`src/sv/kpd_pkg.sv`:
```
// Shared types and codes for the keypad scanner with debounce and event queue.
`timescale 1ns / 1ps
`default_nettype none

package kpd_pkg;

  // Fixed field widths of the item and result ports
  localparam int unsigned ACTION_W = 2;
  localparam int unsigned LEVELS_W = 8;
  localparam int unsigned KEY_W    = 6;
  localparam int unsigned ROW_OUT_W = 3;
  localparam int unsigned THR_W    = 4;
  localparam int unsigned EVENT_W  = KEY_W + 1;

  localparam logic [THR_W-1:0] THR_RESET = 4'd3;

  // Action codes carried by an input transaction
  localparam logic [ACTION_W-1:0] ACT_TICK  = 2'd0;
  localparam logic [ACTION_W-1:0] ACT_POP   = 2'd1;
  localparam logic [ACTION_W-1:0] ACT_QUERY = 2'd2;

  typedef enum logic [1:0] {
    OP_TICK,
    OP_POP,
    OP_QUERY,
    OP_NOP
  } op_e;

  typedef enum logic [2:0] {
    ST_IDLE,
    ST_TICK,
    ST_DRAIN,
    ST_WAIT,
    ST_RESULT
  } back_state_e;

  // Classified command handed from front to back
  typedef struct packed {
    op_e                 op;
    logic [LEVELS_W-1:0] levels;
    logic [KEY_W-1:0]    key;
    logic                key_ok;
  } cmd_t;

  // One result transaction
  typedef struct packed {
    logic [ROW_OUT_W-1:0] drive_row;
    logic                 ev_valid;
    logic [KEY_W-1:0]     ev_key;
    logic                 ev_pressed;
    logic                 key_state;
  } res_t;

endpackage

`default_nettype wire

```
`src/sv/kpd_front.sv`:
```
// Front end: accepts input transactions, classifies them and queues commands.
`timescale 1ns / 1ps
`default_nettype none

module kpd_front
  import kpd_pkg::*;
#(
  parameter int unsigned NUM_LINES = 8
) (
  input  wire logic                clk_i,
  input  wire logic                rst_ni,
  input  wire logic                push,
  output logic                     full,
  input  wire logic [ACTION_W-1:0] action_i,
  input  wire logic [LEVELS_W-1:0] line_levels_i,
  input  wire logic [KEY_W-1:0]    key_index_i,
  output logic                     cmd_valid_o,
  output cmd_t                     cmd_o,
  input  wire logic                cmd_ready_i
);

  localparam int unsigned NUM_KEYS = NUM_LINES * NUM_LINES;

  cmd_t       cmd_in;
  cmd_t       fifo_q [2];
  logic       wr_ptr_q, rd_ptr_q;
  logic [1:0] cnt_q;
  logic       wr_en, rd_en;

  // Decode the action and range-check the query key
  always_comb begin
    cmd_in.levels = line_levels_i;
    cmd_in.key    = key_index_i;
    cmd_in.key_ok = ({1'b0, key_index_i} < 7'(NUM_KEYS));
    unique case (action_i)
      ACT_TICK:  cmd_in.op = OP_TICK;
      ACT_POP:   cmd_in.op = OP_POP;
      ACT_QUERY: cmd_in.op = OP_QUERY;
      default:   cmd_in.op = OP_NOP;
    endcase
  end

  assign full        = cnt_q[1];
  assign cmd_valid_o = (cnt_q != 2'd0);
  assign cmd_o       = fifo_q[rd_ptr_q];
  assign wr_en       = push && !full;
  assign rd_en       = cmd_valid_o && cmd_ready_i;

  // Two-entry command queue storage
  always_ff @(posedge clk_i) begin
    if (wr_en) begin
      fifo_q[wr_ptr_q] <= cmd_in;
    end
  end

  // Queue pointers and fill count
  always_ff @(posedge clk_i or negedge rst_ni) begin
    if (!rst_ni) begin
      wr_ptr_q <= 1'b0;
      rd_ptr_q <= 1'b0;
      cnt_q    <= 2'd0;
    end else begin
      if (wr_en) wr_ptr_q <= !wr_ptr_q;
      if (rd_en) rd_ptr_q <= !rd_ptr_q;
      priority if (wr_en && !rd_en) begin
        cnt_q <= cnt_q + 2'd1;
      end else if (rd_en && !wr_en) begin
        cnt_q <= cnt_q - 2'd1;
      end else begin
        cnt_q <= cnt_q;
      end
    end
  end

endmodule

`default_nettype wire

```
`src/sv/kpd_back.sv`:
```
// Back end: debounce sequencer, key state memory, event ring and result register.
`timescale 1ns / 1ps
`default_nettype none

module kpd_back
  import kpd_pkg::*;
#(
  parameter int unsigned NUM_LINES   = 8,
  parameter int unsigned QUEUE_DEPTH = 16
) (
  input  wire logic             clk_i,
  input  wire logic             rst_ni,
  input  wire logic             cmd_valid_i,
  input  wire cmd_t             cmd_i,
  output logic                  cmd_ready_o,
  input  wire logic             cfg_valid_i,
  output logic                  cfg_ready_o,
  input  wire logic [THR_W-1:0] cfg_data_i,
  output logic                  res_valid_o,
  output res_t                  res_o,
  input  wire logic             res_pop_i
);

  localparam int unsigned NUM_KEYS = NUM_LINES * NUM_LINES;
  localparam int unsigned KEY_AW   = $clog2(NUM_KEYS);
  localparam int unsigned ROW_W    = $clog2(NUM_LINES);
  localparam int unsigned QAW      = $clog2(QUEUE_DEPTH);
  localparam logic [ROW_W-1:0] ROW_LAST = ROW_W'(NUM_LINES - 1);
  localparam logic [QAW-1:0]   Q_LAST   = QAW'(QUEUE_DEPTH - 1);

  back_state_e state_q, state_d;

  logic [THR_W-1:0]     thr_q;
  logic [ROW_W-1:0]     row_q, row_d, col_q, col_d;
  op_e                  op_q, op_d;
  logic [NUM_LINES-1:0] lv_q, lv_d;
  logic                 qok_q, qok_d, hit_q, hit_d;
  logic                 p_vld_q, p_vld_d, p_down_q, p_down_d;
  logic [KEY_AW-1:0]    p_key_q, p_key_d, tick_key;
  logic [QAW-1:0]       head_q, head_d, tail_q, tail_d, head_nx, tail_nx;

  // Key state memory: {stable, counter} per key, valid bits model the reset
  logic [THR_W:0]       ks_mem [NUM_KEYS];
  logic [NUM_KEYS-1:0]  key_vld_q;
  logic [THR_W:0]       ks_rdata_q, ks_wdata;
  logic                 ks_rvld_q, ks_re, ks_we;
  logic [KEY_AW-1:0]    ks_raddr;

  // Event ring: {pressed, key}
  logic [EVENT_W-1:0]   ev_mem [QUEUE_DEPTH];
  logic [EVENT_W-1:0]   ev_rdata_q, ev_wdata;
  logic                 ev_re, ev_we;

  // Debounce datapath
  logic [THR_W-1:0]     thr_eff, cur_cnt, new_cnt;
  logic [THR_W:0]       cnt_inc;
  logic                 cur_st, new_st;

  res_t                 res_d, out_q;
  logic                 out_vld_q, res_load;

  assign cfg_ready_o = 1'b1;
  assign tick_key    = KEY_AW'(int'(row_q) * NUM_LINES + int'(col_q));
  assign head_nx     = (head_q == Q_LAST) ? '0 : head_q + QAW'(1);
  assign tail_nx     = (tail_q == Q_LAST) ? '0 : tail_q + QAW'(1);

  // Counter update for the key whose read data just arrived
  always_comb begin
    thr_eff = (thr_q == '0) ? THR_W'(1) : thr_q;
    cur_cnt = ks_rvld_q ? ks_rdata_q[THR_W-1:0] : '0;
    cur_st  = ks_rvld_q && ks_rdata_q[THR_W];
    cnt_inc = {1'b0, cur_cnt} + (THR_W+1)'(1);
    if (p_down_q) begin
      new_cnt = (cnt_inc >= {1'b0, thr_eff}) ? thr_eff : cnt_inc[THR_W-1:0];
    end else begin
      new_cnt = (cur_cnt != '0) ? cur_cnt - THR_W'(1) : '0;
    end
    new_st = cur_st;
    ev_we  = 1'b0;
    priority if (!cur_st && (new_cnt >= thr_eff)) begin
      new_st = 1'b1;
      ev_we  = p_vld_q;
    end else if (cur_st && (new_cnt == '0)) begin
      new_st = 1'b0;
      ev_we  = p_vld_q;
    end else begin
      new_st = cur_st;
      ev_we  = 1'b0;
    end
    ks_we    = p_vld_q;
    ks_wdata = {new_st, new_cnt};
    ev_wdata = {new_st, KEY_W'(p_key_q)};
  end

  // Sequencer: next state, memory ports and queue pointers
  always_comb begin
    state_d     = state_q;
    row_d       = row_q;
    col_d       = col_q;
    op_d        = op_q;
    lv_d        = lv_q;
    qok_d       = qok_q;
    hit_d       = hit_q;
    p_vld_d     = 1'b0;
    p_key_d     = p_key_q;
    p_down_d    = p_down_q;
    head_d      = head_q;
    tail_d      = tail_q;
    ks_re       = 1'b0;
    ks_raddr    = tick_key;
    ev_re       = 1'b0;
    cmd_ready_o = 1'b0;
    res_load    = 1'b0;

    res_d.drive_row  = ROW_OUT_W'(row_q);
    res_d.ev_valid   = (op_q == OP_POP) && hit_q;
    res_d.ev_key     = res_d.ev_valid ? ev_rdata_q[KEY_W-1:0] : '0;
    res_d.ev_pressed = res_d.ev_valid && ev_rdata_q[KEY_W];
    res_d.key_state  = (op_q == OP_QUERY) && qok_q && ks_rvld_q && ks_rdata_q[THR_W];

    unique case (state_q)
      ST_IDLE: begin
        cmd_ready_o = 1'b1;
        if (cmd_valid_i) begin
          op_d  = cmd_i.op;
          lv_d  = cmd_i.levels[NUM_LINES-1:0];
          qok_d = cmd_i.key_ok;
          unique case (cmd_i.op)
            OP_TICK: begin
              col_d   = '0;
              state_d = ST_TICK;
            end
            OP_POP: begin
              hit_d = (tail_q != head_q);
              if (tail_q != head_q) begin
                ev_re  = 1'b1;
                tail_d = tail_nx;
              end
              state_d = ST_WAIT;
            end
            OP_QUERY: begin
              ks_re    = cmd_i.key_ok;
              ks_raddr = cmd_i.key[KEY_AW-1:0];
              state_d  = ST_WAIT;
            end
            default: state_d = ST_RESULT;
          endcase
        end
      end
      ST_TICK: begin
        ks_re    = 1'b1;
        p_vld_d  = (col_q != row_q);
        p_key_d  = tick_key;
        p_down_d = !lv_q[col_q];
        if (col_q == ROW_LAST) begin
          state_d = ST_DRAIN;
        end else begin
          col_d = col_q + ROW_W'(1);
        end
      end
      ST_DRAIN: begin
        row_d   = (row_q == ROW_LAST) ? '0 : row_q + ROW_W'(1);
        state_d = ST_RESULT;
      end
      ST_WAIT: begin
        state_d = ST_RESULT;
      end
      ST_RESULT: begin
        if (!out_vld_q || res_pop_i) begin
          res_load = 1'b1;
          state_d  = ST_IDLE;
        end
      end
      default: state_d = ST_IDLE;
    endcase

    // Event push, dropping the oldest entry when the ring is full
    if (ev_we) begin
      head_d = head_nx;
      if (head_nx == tail_q) begin
        tail_d = tail_nx;
      end
    end
  end

  always_ff @(posedge clk_i or negedge rst_ni) begin
    if (!rst_ni) begin
      state_q <= ST_IDLE;
    end else begin
      state_q <= state_d;
    end
  end

  // Control registers
  always_ff @(posedge clk_i or negedge rst_ni) begin
    if (!rst_ni) begin
      thr_q     <= THR_RESET;
      row_q     <= '0;
      col_q     <= '0;
      op_q      <= OP_NOP;
      qok_q     <= 1'b0;
      hit_q     <= 1'b0;
      p_vld_q   <= 1'b0;
      head_q    <= '0;
      tail_q    <= '0;
      key_vld_q <= '0;
      out_vld_q <= 1'b0;
    end else begin
      if (cfg_valid_i) thr_q <= cfg_data_i;
      row_q   <= row_d;
      col_q   <= col_d;
      op_q    <= op_d;
      qok_q   <= qok_d;
      hit_q   <= hit_d;
      p_vld_q <= p_vld_d;
      head_q  <= head_d;
      tail_q  <= tail_d;
      if (ks_we) key_vld_q[p_key_q] <= 1'b1;
      priority if (res_load) begin
        out_vld_q <= 1'b1;
      end else if (res_pop_i) begin
        out_vld_q <= 1'b0;
      end else begin
        out_vld_q <= out_vld_q;
      end
    end
  end

  // Payload registers
  always_ff @(posedge clk_i) begin
    lv_d_hold: begin
      lv_q     <= lv_d;
      p_key_q  <= p_key_d;
      p_down_q <= p_down_d;
    end
    if (res_load) out_q <= res_d;
  end

  // Key state memory ports
  always_ff @(posedge clk_i) begin
    if (ks_we) ks_mem[p_key_q] <= ks_wdata;
  end

  always_ff @(posedge clk_i) begin
    if (ks_re) begin
      ks_rdata_q <= ks_mem[ks_raddr];
      ks_rvld_q  <= key_vld_q[ks_raddr];
    end
  end

  // Event ring ports
  always_ff @(posedge clk_i) begin
    if (ev_we) ev_mem[head_q] <= ev_wdata;
  end

  always_ff @(posedge clk_i) begin
    if (ev_re) ev_rdata_q <= ev_mem[tail_q];
  end

  assign res_valid_o = out_vld_q;
  assign res_o       = out_q;

  // A push always leaves at least one event queued
  a_push_nonempty: assert property (@(posedge clk_i) disable iff (!rst_ni)
    ev_we |=> (head_q != tail_q))
    else $error("event ring empty right after a push");

  // Write-back and next read of the tick never hit the same key
  a_ks_no_collide: assert property (@(posedge clk_i) disable iff (!rst_ni)
    (ks_we && ks_re) |-> (p_key_q != ks_raddr))
    else $error("key memory read and write collide");

  // Counter write-back only happens while a tick is in flight
  a_wb_in_tick: assert property (@(posedge clk_i) disable iff (!rst_ni)
    p_vld_q |-> ((state_q == ST_TICK) || (state_q == ST_DRAIN)))
    else $error("key write-back outside a tick");

  // Scan row stays inside the line count
  a_row_range: assert property (@(posedge clk_i) disable iff (!rst_ni)
    row_q <= ROW_LAST)
    else $error("scan row out of range");

endmodule

`default_nettype wire

```
`src/sv/keypad_scan_debounce_events.sv`:
```
// Top level of the keypad scanner with per-key debounce and event queue.
`timescale 1ns / 1ps
`default_nettype none

// Keypad scanner with debounce. Each input transaction is a scan tick, an event
// pop or a key query, and each produces exactly one result transaction carrying
// the row to drive next. A tick walks the columns of the current row through the
// key state memory one per cycle and then advances the row in a drain step;
// pop and query go through a memory read, a result build and a result load.
// Commands sit in a two-entry queue in front of the sequencer and the result
// sits in an output register, so push and pop may stall independently. The
// event ring keeps QUEUE_DEPTH - 1 events and drops the oldest when full. The
// debounce threshold is written through the cfg port, which is always ready;
// write it only while the block is idle. A threshold of zero acts as one.
module keypad_scan_debounce_events
  import kpd_pkg::*;
#(
  parameter int unsigned NUM_LINES   = 8,
  parameter int unsigned QUEUE_DEPTH = 16
) (
  input  wire logic                 clk_i,
  input  wire logic                 rst_ni,
  input  wire logic                 push,
  output logic                      full,
  input  wire logic [ACTION_W-1:0]  action_i,
  input  wire logic [LEVELS_W-1:0]  line_levels_i,
  input  wire logic [KEY_W-1:0]     key_index_i,
  output logic                      empty,
  input  wire logic                 pop,
  output logic [ROW_OUT_W-1:0]      drive_row_o,
  output logic                      event_valid_o,
  output logic [KEY_W-1:0]          event_key_o,
  output logic                      event_pressed_o,
  output logic                      key_state_o,
  input  wire logic                 cfg_valid_i,
  output logic                      cfg_ready_o,
  input  wire logic [THR_W-1:0]     cfg_data_i
);

  logic cmd_valid, cmd_ready, res_valid;
  cmd_t cmd;
  res_t res;

  kpd_front #(
    .NUM_LINES (NUM_LINES)
  ) u_front (
    .clk_i         (clk_i),
    .rst_ni        (rst_ni),
    .push          (push),
    .full          (full),
    .action_i      (action_i),
    .line_levels_i (line_levels_i),
    .key_index_i   (key_index_i),
    .cmd_valid_o   (cmd_valid),
    .cmd_o         (cmd),
    .cmd_ready_i   (cmd_ready)
  );

  kpd_back #(
    .NUM_LINES   (NUM_LINES),
    .QUEUE_DEPTH (QUEUE_DEPTH)
  ) u_back (
    .clk_i       (clk_i),
    .rst_ni      (rst_ni),
    .cmd_valid_i (cmd_valid),
    .cmd_i       (cmd),
    .cmd_ready_o (cmd_ready),
    .cfg_valid_i (cfg_valid_i),
    .cfg_ready_o (cfg_ready_o),
    .cfg_data_i  (cfg_data_i),
    .res_valid_o (res_valid),
    .res_o       (res),
    .res_pop_i   (pop)
  );

  // Result transaction fields
  assign empty           = !res_valid;
  assign drive_row_o     = res.drive_row;
  assign event_valid_o   = res.ev_valid;
  assign event_key_o     = res.ev_key;
  assign event_pressed_o = res.ev_pressed;
  assign key_state_o     = res.key_state;

endmodule

`default_nettype wire
```
`config.mk`:
```
export PLATFORM = sky130hd
export DESIGN_NAME = keypad_scan_debounce_events
export DESIGN_NICKNAME = d
export VERILOG_FILES = /design/src/sv/kpd_pkg.sv /design/src/sv/kpd_front.sv /design/src/sv/kpd_back.sv /design/src/sv/keypad_scan_debounce_events.sv
export SDC_FILE = /design/constraint.sdc
export NUM_CORES = 1
export LEC_CHECK = 0
export BUFFER_PORTS_ARGS = -buffer_cell sky130_fd_sc_hd__buf_2
export CORE_ASPECT_RATIO = 1.2
export CORE_MARGIN = 2
export CORE_UTILIZATION = 57
export DETAILED_ROUTE_END_ITERATION = 6
export GPL_TIMING_DRIVEN = 0
export PLACE_DENSITY = 0.73
export SLEW_MARGIN = 5
export SYNTH_ARGS = -nofsm -noshare
export SYNTH_HDL_FRONTEND = slang
export SYNTH_SLANG_ARGS = --single-unit
export TNS_END_PERCENT = 5
```
`constraint.sdc`:
```
create_clock -name clk_i -period 7.9 [get_ports clk_i]
set_input_delay 0.79 -clock clk_i [delete_from_list [all_inputs] [get_ports clk_i]]
set_output_delay 0.79 -clock clk_i [all_outputs]
set_load 0.03 [all_outputs]
```
==> summary.txt, run 1 <==
Logic synthesis
  • Yosys cell types: 65
  • Asr flop ratio synth: approximately 16%
  • Post-synth EDFFs: roughly 500
  • Post-Syn Instances: between 1,500 and 2,000
  • Ys Warns: 0
  • Most common flop cell mapped by yosys: edfxtp_1
  • Synth Cell Area: roughly 24,000 sq um
  • Sequential area share after synthesis: 71.9%
  • Synthesized Nets: between 1,500 and 2,000
  • Syn avg cell area: 16.1 sq um
  • Synth Register Bits: around 600

Routing
  • DR WL/cell: ~25 microns
  • Post-route ant nets: 0
  • Drt first-iter violations: approximately 1,300
  • DRC viols: 0
  • Via count: around 14,000
  • Vias/cell: between 6 and 7
  • Routed wire length: between 50 and 60 mm
  • First-pass DRT Iterations: 5

Worst hold path
  • Hold Crit Class: input port to asynchronous set/reset pin

Clock network
  • Post_cts resized: 0
  • Cts bufs inserted: 55
  • TritonCTS clock tree: yes
  • H-tree depth: 2
  • Setup Buffers After CTS: 0
  • # hold bufs at CTS: 0
  • Clock buffer depth: 3
  • TritonCTS Sinks: 599
  • Root Buffer: clkbuf_16
  • Worst skew pair latency: ~0.62 ns
  • Clock transition at path regs: 0.06 ns

STA
  • Pins Over Slew Limit: 0
  • Tcrit/Tclk final: between 70 and 80%
  • Slew margin rel.: a little under a fifth
  • Clock skew after layout: between 0.03 and 0.04 ns
  • Fmax: roughly 180 MHz
  • RSZ-0062 raised after global routing: false
  • Tmin final: 5.69 ns
  • TNS Setup: 0 ns
  • Setup Viol. Count Final: 0
  • Tightest Pin Transition: about 1.2 ns
  • Final Hold Viols: 0

Global routing
  • Antenna violations before repair: 0
  • Overall Global Routing Usage: between 20% and 30%
  • First-pass GRT wire length: 82.7 mm
  • Total global routing overflow: 0
  • Largest net degree at the start of global routing: between 60 and 70
  • Vias in the first global route: roughly 14,000

Finish
  • Most frequent cells in the layout: edfxtp_1, nand2_1, mux2i_1
  • Finished layout cell area: approximately 27,000 sq um
  • Layout cells sized above 1: 19.7%
  • Fin nets: ~1,700
  • Layout area overhead: 11.2%
  • Number of diodes: 0
  • Post-layout util: around 64%
  • Filler Cell Count: 2,976
  • Leading cell type in the layout, fill and taps excluded: edfxtp_1

Setup path
  • Worst Reg-to-Reg Cells: 13
  • Worst-path maximum fanout: 10
  • Crit path capture type: register
  • Crit Path Category: register to register
  • Data arrival time of the worst path: around 6 ns
  • Req. time, crit path: between 8 and 9 ns
  • CP Launch Type: register

Placed design
  • RePlAce Congestion: 0.924
  • Port bufs: 36
  • DP Wirelength: about 37 mm
  • Placed cell area: around 25,000 sq um

Floorplan
  • Core Region: 42,500 sq um
  • Starting Density: 57.4%
  • Row cnt: 83
  • Total die area: 44,400 sq um
  • Die Ht: approximately 230 microns
  • IO Pins: 40
  • Die Wd: ~190 microns

Run status
  • Status: finished clean

Run
  • Number of max-cap violations: 0

Power
  • Maximum vdd drop: roughly 0.37 mV
  • P_leak: between 9 and 10 nW
  • Power per cell area: between 400 and 500 nW/um^2
[path summary, 6_finish.rpt]
check / startpoint / to / slack, ns
worst max register to register: u_front.rd_ptr_q / u_back.ks_rdata_q[0] / 2.21
worst min register to register: u_back.key_vld_q[45] / u_back.key_vld_q[45] / 0.46
worst min-delay path: rst_ni / u_back.key_vld_q[14] / 0.10
worst max-delay path: u_front.rd_ptr_q / u_back.ks_rdata_q[0] / 2.21
min in group clk_i: key_index_i[1] / u_front.fifo_q[0][1] / 0.36
max in group asynchronous: rst_ni / u_back.op_q[0] / 7.08
[layout make-up]
class                      instances  area, sq um  area share [%]
tap                              552          691            2.55
multi-input combinational        820         6450            23.8
buffer                            72          348            1.28
inverter                          20         75.1           0.277
clock inverter                    37          269           0.992
clock buffer                      64         1430            5.28
timing repair buffer              42          322            1.19
sequential                       599        17500            64.6
[report_power, final]
group	total (W)	switching (W)	internal, W
clock	0.00253	0.00114	0.00139
combinational	0.00443	0.00288	0.00155
sequential	0.00495	0.000271	0.00468
total	0.0119	0.00429	0.00762
[sequential cells by signal, summed over array words and instances, names as in the netlist, 5 cells and up]
signal             flops
u_back.ks_rdata_q      5
u_back.res_o          12
u_back.ks_mem        320
u_back.lv_q            8
u_back.ev_mem        112
u_back.key_vld_q      64
u_front.fifo_q        32
u_back.ev_rdata_q      7
u_back.p_key_q         6
[worst max-delay path, cell delays in order (launching register included)]
cell and delay [ns]:
dfrtp_1 0.38, buf_1 0.42, buf_1 0.56, mux2i_1 0.30, inv_1 0.14, ha_1 0.14
nor3b_2 0.45, nand2_1 0.23, a32oi_1 0.75, clkbuf_1 0.59, o22ai_1 0.24, nor4_1 0.70
a21oi_1 0.17, mux2_2 0.34
[Yosys cell counts, drive strengths merged (7+ instances only)]
master | count | share of area, %
edfxtp | 504 | 62
mux2i | 106 | 4.4
nand2 | 106 | 1.6
nor2 | 103 | 1.6
dfrtp | 91 | 9.3
or2 | 68 | 1.7
mux4 | 64 | 5.9
a21oi | 56 | 1.1
clkbuf | 42 | 0.65
o22ai | 35 | 0.90
buf | 30 | 0.78
mux2 | 29 | 1.3
o21ai | 27 | 0.55
nor4 | 26 | 0.67
ha | 22 | 1.1
inv | 20 | 0.31
a22oi | 18 | 0.55
and2 | 15 | 0.39
xnor2 | 13 | 0.47
nor3 | 12 | 0.27
a22o | 11 | 0.40
nand2b | 11 | 0.28
nand3 | 11 | 0.23
a31oi | 9 | 0.23
nor2b | 8 | 0.21
a221oi | 7 | 0.25
and3 | 7 | 0.18
[metal layers]
metal	part of all wire, %	vias up	GRT usage, %
li1	-	5999	-
met5	0	-	0
met3	5.8	128	3.89
met1	37	6927	31.2
met4	4.0	0	9.83
met2	53	526	45.2
[through the flow]
step           hold slack, ns  instances  setup slack, ns  power, W
3_3_place_gp            0.445       2099            -2.78   0.00894
2_1_floorplan           0.434       1511             1.25   0.00771
3_5_place_dp            0.450       2105             2.46   0.00939
6_report                0.100       2206             2.21    0.0119
5_1_grt                 0.111       2206             2.01    0.0124
4_1_cts                0.0892       2206             2.41    0.0119
[cell families after synthesis]
kind of cell | Yosys count | share of synthesized area (%)
adder cells (fa/ha/maj) | 23 | 1.17
AND/OR/NAND/NOR | 384 | 7.73
AO/OA/AOI/OAI | 195 | 5.22
buffers and inverters | 92 | 1.74
other | 1 | 0.0154
XOR/XNOR | 18 | 0.647
multiplexers | 199 | 11.6
flip-flops | 599 | 71.9
Power figures use the tool's default switching activity.
==> run 2: changes to the inputs <==
--- a/config.mk
+++ b/config.mk
@@ -5,6 +5,7 @@
 export SDC_FILE = /design/constraint.sdc
 export NUM_CORES = 1
 export LEC_CHECK = 0
+export ABC_AREA = 1
 export BUFFER_PORTS_ARGS = -buffer_cell sky130_fd_sc_hd__buf_2
 export CORE_ASPECT_RATIO = 1.2
 export CORE_MARGIN = 2
==> constraint.sdc (replaced) <==
create_clock -name clk_i -period 5.9 [get_ports clk_i]
set_input_delay 0.59 -clock clk_i [delete_from_list [all_inputs] [get_ports clk_i]]
set_output_delay 0.59 -clock clk_i [all_outputs]
set_load 0.03 [all_outputs]
==> run 2 against run 1 <==
  * Non-clock buffer count up 51
  * First-iteration DRC count increased by 70%
  * Power is 49% higher
  * Critical path type unchanged
  * Critical endpoint is now u_back.ev_mem[11][5]
  * Largest cell class unchanged
==> summary.txt, run 2 <==
Logic synthesis
  • Post-Syn Instances: 2,365 (+57%)
  • Most common flop cell mapped by yosys: edfxtp_1
  • Post-synth EDFFs: 504 (unchanged)
  • Post-synthesis compound-gate area fraction: 7.25% (+2.0 points)
  • Syn avg cell area: 10.9 sq um (-32%)
  • Xor/xnor share of the synthesized area: 0.441% (-0.21 points)
  • Post-synth top cells: nand2_1, edfxtp_1, nand3_1
  • Top cell type by total area after synthesis: edfxtp_1
  • Synth Cell Area: 25,800 sq um (+5.9%)
  • Yosys cell types: 40 (-38%)
  • Synth Area in Adders: 1.07% (-0.10 points)
  • Synth Register Bits: 599 (unchanged)
  • Synthesized Nets: 2,412 (+55%)
  • Post-Synth Simple-Gate Area: 17.3% (+9.6 points)
  • Asr flop ratio synth: 15.9% (unchanged)
  • Sequential area share after synthesis: 67.9% (-4.0 points)
  • Most common cell in the netlist: nand2_1
  • Multiplexer area fraction after synthesis: 0% (-12 points)
  • Ys Warns: 0 (unchanged)
  • Share of the synthesized area in the top cell type: 58.7% (-3.4 points)
  • Top cells by area, synth: edfxtp_1, dfrtp_1, nand2_1
  • Largest family of logic cells by synthesized area: simple AND/OR/NAND/NOR gates

Routing
  • Met1 wire length: 25.5 mm (+24%)
  • Drt first-iter violations: 2,154 (+70%)
  • Routed met3 length: 5.36 mm (+68%)
  • DR WL/cell: 21.8 microns (-12%)
  • Routed wire length: 68.2 mm (+25%)
  • DRC viols: 0 (unchanged)
  • Top Layer Used: met4
  • Vias/cell: 5.82 (-5.4%)
  • First-pass DRT Iterations: 7 (+2)
  • Via count: 18,200 (+34%)
  • Wire length on met2: 33.1 mm (+15%)
  • Post-route ant nets: 0 (unchanged)

Global routing
  • First-pass GRT wire length: 104 mm (+26%)
  • Overall Global Routing Usage: 29.8% (+4.4 points)
  • Total global routing overflow: 0 (unchanged)
  • Vias in the first global route: 18,200 (+33%)
  • Largest net degree at the start of global routing: 66 (-1.5%)
  • Antenna violations before repair: 0 (unchanged)

Floorplan
  • Row cnt: 85 (+2.4%)
  • Die Wd: 198 microns (+2.8%)
  • IO Pins: 40 (unchanged)
  • Starting Density: 57.6% (+0.24 points)
  • Total die area: 47,000 sq um (+5.7%)
  • Die Ht: 237 microns (+2.8%)
  • Core Region: 44,800 sq um (+5.4%)

Finish
  • Register area: 17,500 sq um (unchanged)
  • Reg with most FFs: u_back.ks_mem
  • Most frequent cells in the layout: nand2_1, edfxtp_1, nand3_1
  • Layout area overhead: 11.6%
  • Leading cell type in the layout, fill and taps excluded: nand2_1
  • Max reg flops: 320 (unchanged)
  • Finished layout cell area: 28,800 sq um (+6.2%)
  • Fin nets: 2,514 (+52%)
  • Multi-input logic area: 6760 sq um (+4.7%)
  • Largest regs: u_back.ks_mem (320), u_back.ev_mem (112), u_back.key_vld_q (64)
  • Filler Cell Count: 3,457 (+16%)
  • Layout cells sized above 1: 9.54% (-10 points)
  • Number of diodes: 0 (unchanged)
  • Cell Count, Final, Fillers Out: 3,125 (+42%)

Setup path
  • Crit path capture type: register
  • Worst-path maximum fanout: 65 (+55)
  • Crit path cell chain: o31ai_1, ha_1, inv_1, nand2_1, nand2_1, nand2_1, nand2_1, nand2_1, nand2_1, nand3_1, nand2_1, inv_1, nand2_1, nand2_4, ha_1, o211ai_1, nand3_1, nand2_1, nand2_2, nand2_4, buf_6, nor2_1
  • Crit-path most repeated cell: nand2_1
  • Start of the worst register-to-register path: u_back.thr_q[2]
  • Crit Path Category: register to register
  • Slowest cell on crit path: ha_1
  • Critical Path Start: u_back.thr_q[2]
  • CP Launch Type: register
  • Req. time, crit path: 6.13 ns (-2.14 ns)
  • Crit-path max cell delay: 0.56 ns (-0.19 ns)
  • Crit path buffers/inverters: 3 (-1)
  • Top delay family on crit path: simple AND/OR/NAND/NOR gates
  • Data arrival time of the worst path: 5.15 ns (-0.91 ns)

STA
  • Tightest Pin Transition: 1.14 ns (-0.0836 ns)
  • Fmax: 204 MHz (+16%)
  • Tcrit/Tclk final: 83.3% (+11 points)
  • Pins Over Slew Limit: 0 (unchanged)
  • Worst hold slack: 0.159 ns (+0.0589 ns)
  • TNS Setup: 0 ns (unchanged)
  • Final Hold Viols: 0 (unchanged)
  • Tmin final: 4.91 ns (-0.777 ns)
  • Setup Viol. Count Final: 0 (unchanged)
  • Slew margin rel.: 23.2% (+4.8 points)
  • RSZ-0062 raised after global routing: false
  • Clock skew after layout: 0.0263 ns (-0.00749 ns)

Placed design
  • DP Wirelength: 45.9 mm (+25%)
  • Post-placement cell count: 3,016 (+43%)
  • RePlAce Congestion: 1.04 (+12%)
  • Port bufs: 36 (unchanged)
  • Placed cell area: 26,900 sq um (+5.9%)

Clock network
  • Cts bufs inserted: 57 (+3.6%)
  • Root Buffer: clkbuf_16
  • TritonCTS clock tree: yes
  • Post_cts resized: 0 (unchanged)
  • Setup Buffers After CTS: 0 (unchanged)
  • Clock transition at path regs: 0.06 ns (about the same)
  • # hold bufs at CTS: 1 (+1)
  • Worst skew pair latency: 0.62 ns (about the same)
  • H-tree depth: 2 (unchanged)
  • Clock buffer depth: 3 (unchanged)
  • TritonCTS Sinks: 599 (unchanged)

Run
  • Number of max-cap violations: 0 (unchanged)

Power
  • P_leak: 11.4 nW (+18%)
  • Maximum vdd drop: 0.783 mV (+110%)
  • Psw: 0.00751 W (+75%)
  • Power per cell area: 617 nW/um^2 (+40%)
  • Total power: 0.0178 W (+49%)
  • Flop pwr share: 36.7% (-4.8 points)
  • Sw Ratio: 42.3% (+6.3 points)
  • Internal power: 0.0102 W (+35%)
  • Combinational cell fraction of total power: 42.6% (+5.4 points)
  • Clock power frac: 20.7% (-0.6 points)

Run status
  • Status: finished clean

Worst hold path
  • Hold Crit Class: input port to register
  • Hold path start: pop
run 2: per-stage QoR:
stage / worst slack, ns / utilization, %
3_3_place_gp: -3.36 / 59.7
6_report: 0.987 / 64.3
4_1_cts: 0.928 / 64.3
2_1_floorplan: 1.09 / -
5_1_grt: 0.522 / 64.3
3_5_place_dp: 0.963 / 60.1
run 2: cells by family (layout without fill, tap and decap cells):
| family | Yosys count | count (layout) |
|---|---|---|
| adders and majority gates | 22 | 22 |
| xor gates and xnor gates | 13 | 13 |
| AOI/OAI and AO/OA | 291 | 291 |
| buffers and inverters | 380 | 531 |
| DFF | 599 | 599 |
| other | 1 | 1 |
| and+or+nand+nor | 1059 | 1059 |
run 2: power groups by stage:
| stage | Combinational, W | Sequential (W) | Clock, W |
|---|---|---|---|
| 2_1_floorplan | 0.00436 | 0.00657 | 0 |
| 3_5_place_dp | 0.00737 | 0.00660 | 0 |
| 6_report | 0.00756 | 0.00652 | 0.00368 |
| 3_3_place_gp | 0.00678 | 0.00656 | 0 |
| 4_1_cts | 0.00741 | 0.00651 | 0.00371 |
| 5_1_grt | 0.00814 | 0.00656 | 0.00388 |
run 2: worst paths after layout:
kind                                         to  slack (ns)  depth (start not counted)
max                        u_back.ev_mem[11][5]        0.99                         22
min                          u_back.res_valid_o        0.16                          2
max reg2reg                u_back.ev_mem[11][5]        0.99                         22
min reg2reg                 u_back.key_vld_q[0]        0.46                          2
max in group asynchronous  u_back.key_vld_q[51]        4.66                          3
min in group asynchronous          u_back.qok_q        0.47                          2
run 2: worst reg2reg max path: cells and delay by family (launching register included):
kind,cells,cell delay [ns]
buffers and inverters,3,0.28
and+or+nand+nor,15,2.29
AOI/OAI and AO/OA,2,0.60
adders and majority gates,2,0.91
DFF,1,0.43
run 2: layout make-up:
class,instances,share of cell area [%]
multi-input cells,1386,23.5
clock inverters,35,1.11
repair buffers,43,1.11
clock buffers,73,5.45
well taps,609,2.65
inverters,258,3.36
plain buffers,122,2.02
flip-flops and latches,599,60.8
run 2: routing by layer:
metal  GRT usage (%)  vias to the layer above
met5               0                        -
met4            16.8                        0
met3            5.07                      268
met2            49.8                      923
met1            37.0                     8688
li1                -                     8316
==> run 3: changes to the inputs <==
--- a/config.mk
+++ b/config.mk
@@ -12,7 +12,7 @@
 export CORE_UTILIZATION = 57
 export DETAILED_ROUTE_END_ITERATION = 6
 export GPL_TIMING_DRIVEN = 0
-export PLACE_DENSITY = 0.73
+export PLACE_DENSITY = 0.76
 export SLEW_MARGIN = 5
 export SYNTH_ARGS = -nofsm -noshare
 export SYNTH_HDL_FRONTEND = slang
==> constraint.sdc (replaced) <==
create_clock -name clk_i -period 4 [get_ports clk_i]
set_input_delay 0.4 -clock clk_i [delete_from_list [all_inputs] [get_ports clk_i]]
set_output_delay 0.4 -clock clk_i [all_outputs]
set_load 0.03 [all_outputs]
==> run 3 against run 2 <==
  * Final area grew 2.3%
  * Cell count grew 0.99%
  * The run now ends with design-rule violations left
  * Fmax grew 28%
  * Sequential share of layout area shrank 1.4 points
  * Largest cell class unchanged
  * First-iteration DRC count grew 9.1%
  * Register-to-register slack lost 0.84 ns
  * Sequential power grew 48%
  * Non-clock buffer count grew 32
  * Global-route usage grew 1.5 points
  * Via count grew 2.9%
  * Combinational power grew 61%
  * Highest routed layer unchanged
  * Worst hold slack lost 0.12 ns
==> summary.txt, run 3 (synthesized netlist as in run 2, its figures left out) <==
Placed design
  • RePlAce Congestion: 0.973 (-6.0%)
  • DP Wirelength: 47.0 mm (+2.4%)
  • Post-placement cell count: 3,015 (-0.033%)
  • Port bufs: 36 (unchanged)
  • Placed cell area: 27,000 sq um (+0.32%)

Run status
  • Status: complete, but fails checks
  • Violated checks: design-rule violations

Clock network
  • Root Buffer: clkbuf_16
  • Clock buffer depth: 3 (unchanged)
  • TritonCTS Sinks: 599 (unchanged)
  • Cts bufs inserted: 56 (-1.8%)
  • Worst skew pair latency: 0.63 ns (about the same)
  • TritonCTS clock tree: yes
  • H-tree depth: 2 (unchanged)
  • Clock transition at path regs: 0.06 ns (about the same)

STA
  • Final Hold Viols: 0 (unchanged)
  • Fmax: 260 MHz (+28%)
  • Setup Viol. Count Final: 0 (unchanged)
  • Tmin final: 3.85 ns (-1.06 ns)
  • Clock skew after layout: 0.0264 ns (+0.0000313 ns)
  • Tcrit/Tclk final: 96.2% (+13 points)
  • Slew margin rel.: 24.7% (+1.5 points)
  • Worst hold slack: 0.0405 ns (-0.119 ns)
  • Pins Over Slew Limit: 0 (unchanged)
  • Tightest Pin Transition: 1.12 ns (-0.0220 ns)

Setup path
  • Slowest cell on crit path: edfxtp_1
  • Data arrival time of the worst path: 4.14 ns (-1.01 ns)
  • Crit path capture type: register
  • Crit Path Category: register to register
  • Crit-path max cell delay: 0.48 ns (-0.08 ns)
  • Worst-path maximum fanout: 8 (-88%)
  • Crit-path most repeated cell: nand2_1
  • Req. time, crit path: 4.29 ns (-1.84 ns)
  • Crit path cell chain: nand2_2, ha_4, ha_1, nand2_1, nand2_1, nand2_1, nand2_1, nand2_2, nand3_4, o21ai_2, nand2_2, nand2_4, clkinvlp_4, ha_4, inv_1, nor2_1, o211ai_1, nand3_2, nand2_4, nand2_8, nand2_8, buf_12, nor2_4
  • CP Launch Type: register

Finish
  • Layout area overhead: 14.2%
  • Cell Count, Final, Fillers Out: 3,156 (+0.99%)
  • Filler Cell Count: 3,287 (-4.9%)
  • Leading cell type in the layout, fill and taps excluded: nand2_1
  • Fin nets: 2,549 (+1.4%)
  • Layout cells sized above 1: 11.7% (+2.1 points)
  • Number of diodes: 0 (unchanged)
  • Largest regs: u_back.ks_mem (320), u_back.ev_mem (112), u_back.key_vld_q (64)
  • Finished layout cell area: 29,500 sq um (+2.3%)
  • Max reg flops: 320 (unchanged)
  • Most frequent cells in the layout: nand2_1, edfxtp_1, nand3_1
  • Reg with most FFs: u_back.ks_mem

Global routing
  • Overall Global Routing Usage: 31.3% (+1.5 points)
  • Total global routing overflow: 0 (unchanged)
  • Vias in the first global route: 18,600 (+2.1%)
  • First-pass GRT wire length: 108 mm (+4.3%)
  • Antenna violations before repair: 0 (unchanged)
  • Largest net degree at the start of global routing: 64 (-3.0%)

Routing
  • Drt first-iter violations: 2,350 (+9.1%)
  • Post-route ant nets: 0 (unchanged)
  • First-pass DRT Iterations: 7 (unchanged)
  • DRC viols: 9 (+9)
  • Via count: 18,700 (+2.9%)
  • Routed wire length: 72.7 mm (+6.7%)
  • Vias/cell: 5.93 (+1.9%)
  • DR WL/cell: 23.0 microns (+5.6%)

Floorplan
  • Die Ht: 237 microns (unchanged)
  • Core Region: 44,800 sq um (unchanged)
  • Total die area: 47,000 sq um (unchanged)
  • Row cnt: 85 (unchanged)
  • IO Pins: 40 (unchanged)
  • Starting Density: 57.6% (unchanged)
  • Die Wd: 198 microns (unchanged)

Power
  • Maximum vdd drop: 0.713 mV (-8.9%)
  • Power per cell area: 927 nW/um^2 (+50%)
  • P_leak: 11.6 nW (+1.9%)

Run
  • Number of max-cap violations: 0 (unchanged)

Worst hold path
  • Hold Crit Class: input port to register
## run 3: critical path: cells and delay by family (launching register included)
family,cells,cell delay (ns)
buffers and inverters,3,0.35
AO/OA/AOI/OAI,2,0.27
adder cells (fa/ha/maj),3,0.78
AND/OR/NAND/NOR,15,1.62
flip-flops,1,0.48
## run 3: final timing paths
kind                                      start              endpoint  slack [ns]  cells after the start
setup / recovery               u_back.ks_rvld_q  u_back.ev_mem[10][6]        0.15                     23
hold / removal                      cfg_valid_i       u_back.thr_q[1]        0.04                      2
setup reg to reg               u_back.ks_rvld_q  u_back.ev_mem[10][6]        0.15                     23
hold reg to reg            u_back.key_vld_q[34]  u_back.key_vld_q[34]        0.46                      2
max in group asynchronous                rst_ni        u_back.op_q[1]        2.93                      3
min in group asynchronous                rst_ni  u_back.key_vld_q[45]        0.28                      2
## run 3: per-stage QoR
stage / total power (W) / TNS, ns / util, % / setup slack, ns
6_report: 0.0273 / 0 / 65.8 / 0.150
5_1_grt: 0.0284 / -0.255 / 65.8 / -0.0274
4_1_cts: 0.0266 / 0 / 65.4 / 0.0130
3_5_place_dp: 0.0207 / -343.17 / 60.3 / -1.99
3_3_place_gp: 0.0196 / -516.23 / 59.9 / -2.53
2_1_floorplan: 0.0161 / -11.07 / - / -0.0977
## run 3: cell type report
class,count,area (sq um),area share [%]
repair inverters,2,12.5,0.0425
multi-input cells,1388,7040,23.9
well taps,609,762,2.59
flip-flops and latches,599,17500,59.5
repair buffers,76,653,2.22
inverters,258,977,3.32
clock inverters,40,420,1.43
plain buffers,121,603,2.05
clock buffers,63,1470,4.99
## run 3: routing by layer
layer | vias up | track usage [%] | share of wire, % | wire length (microns)
li1 | 8369 | - | - | -
met1 | 8931 | 38.1 | 35 | 25500
met2 | 1104 | 52.5 | 49 | 35600
met3 | 317 | 5.93 | 9.4 | 6850
met4 | 0 | 17.6 | 6.5 | 4760
met5 | - | 0 | 0 | 0
## run 3: power breakdown
group,switching (W),total [W],internal (W)
clock,0.00235,0.00551,0.00316
combinational,0.00898,0.0122,0.00318
sequential,0.000480,0.00963,0.00915
## run 3: repair_timing
item | in CTS | in global routing
endpoints found under the hold margin | 69 | 0
hold buffers | 22 | 0
setup buffers | 5 | 7
pin swaps | 3 | 8
cloned | 3 | 2
endpoints found under the setup margin | 270 | 168
gates resized for setup | 26 | 29
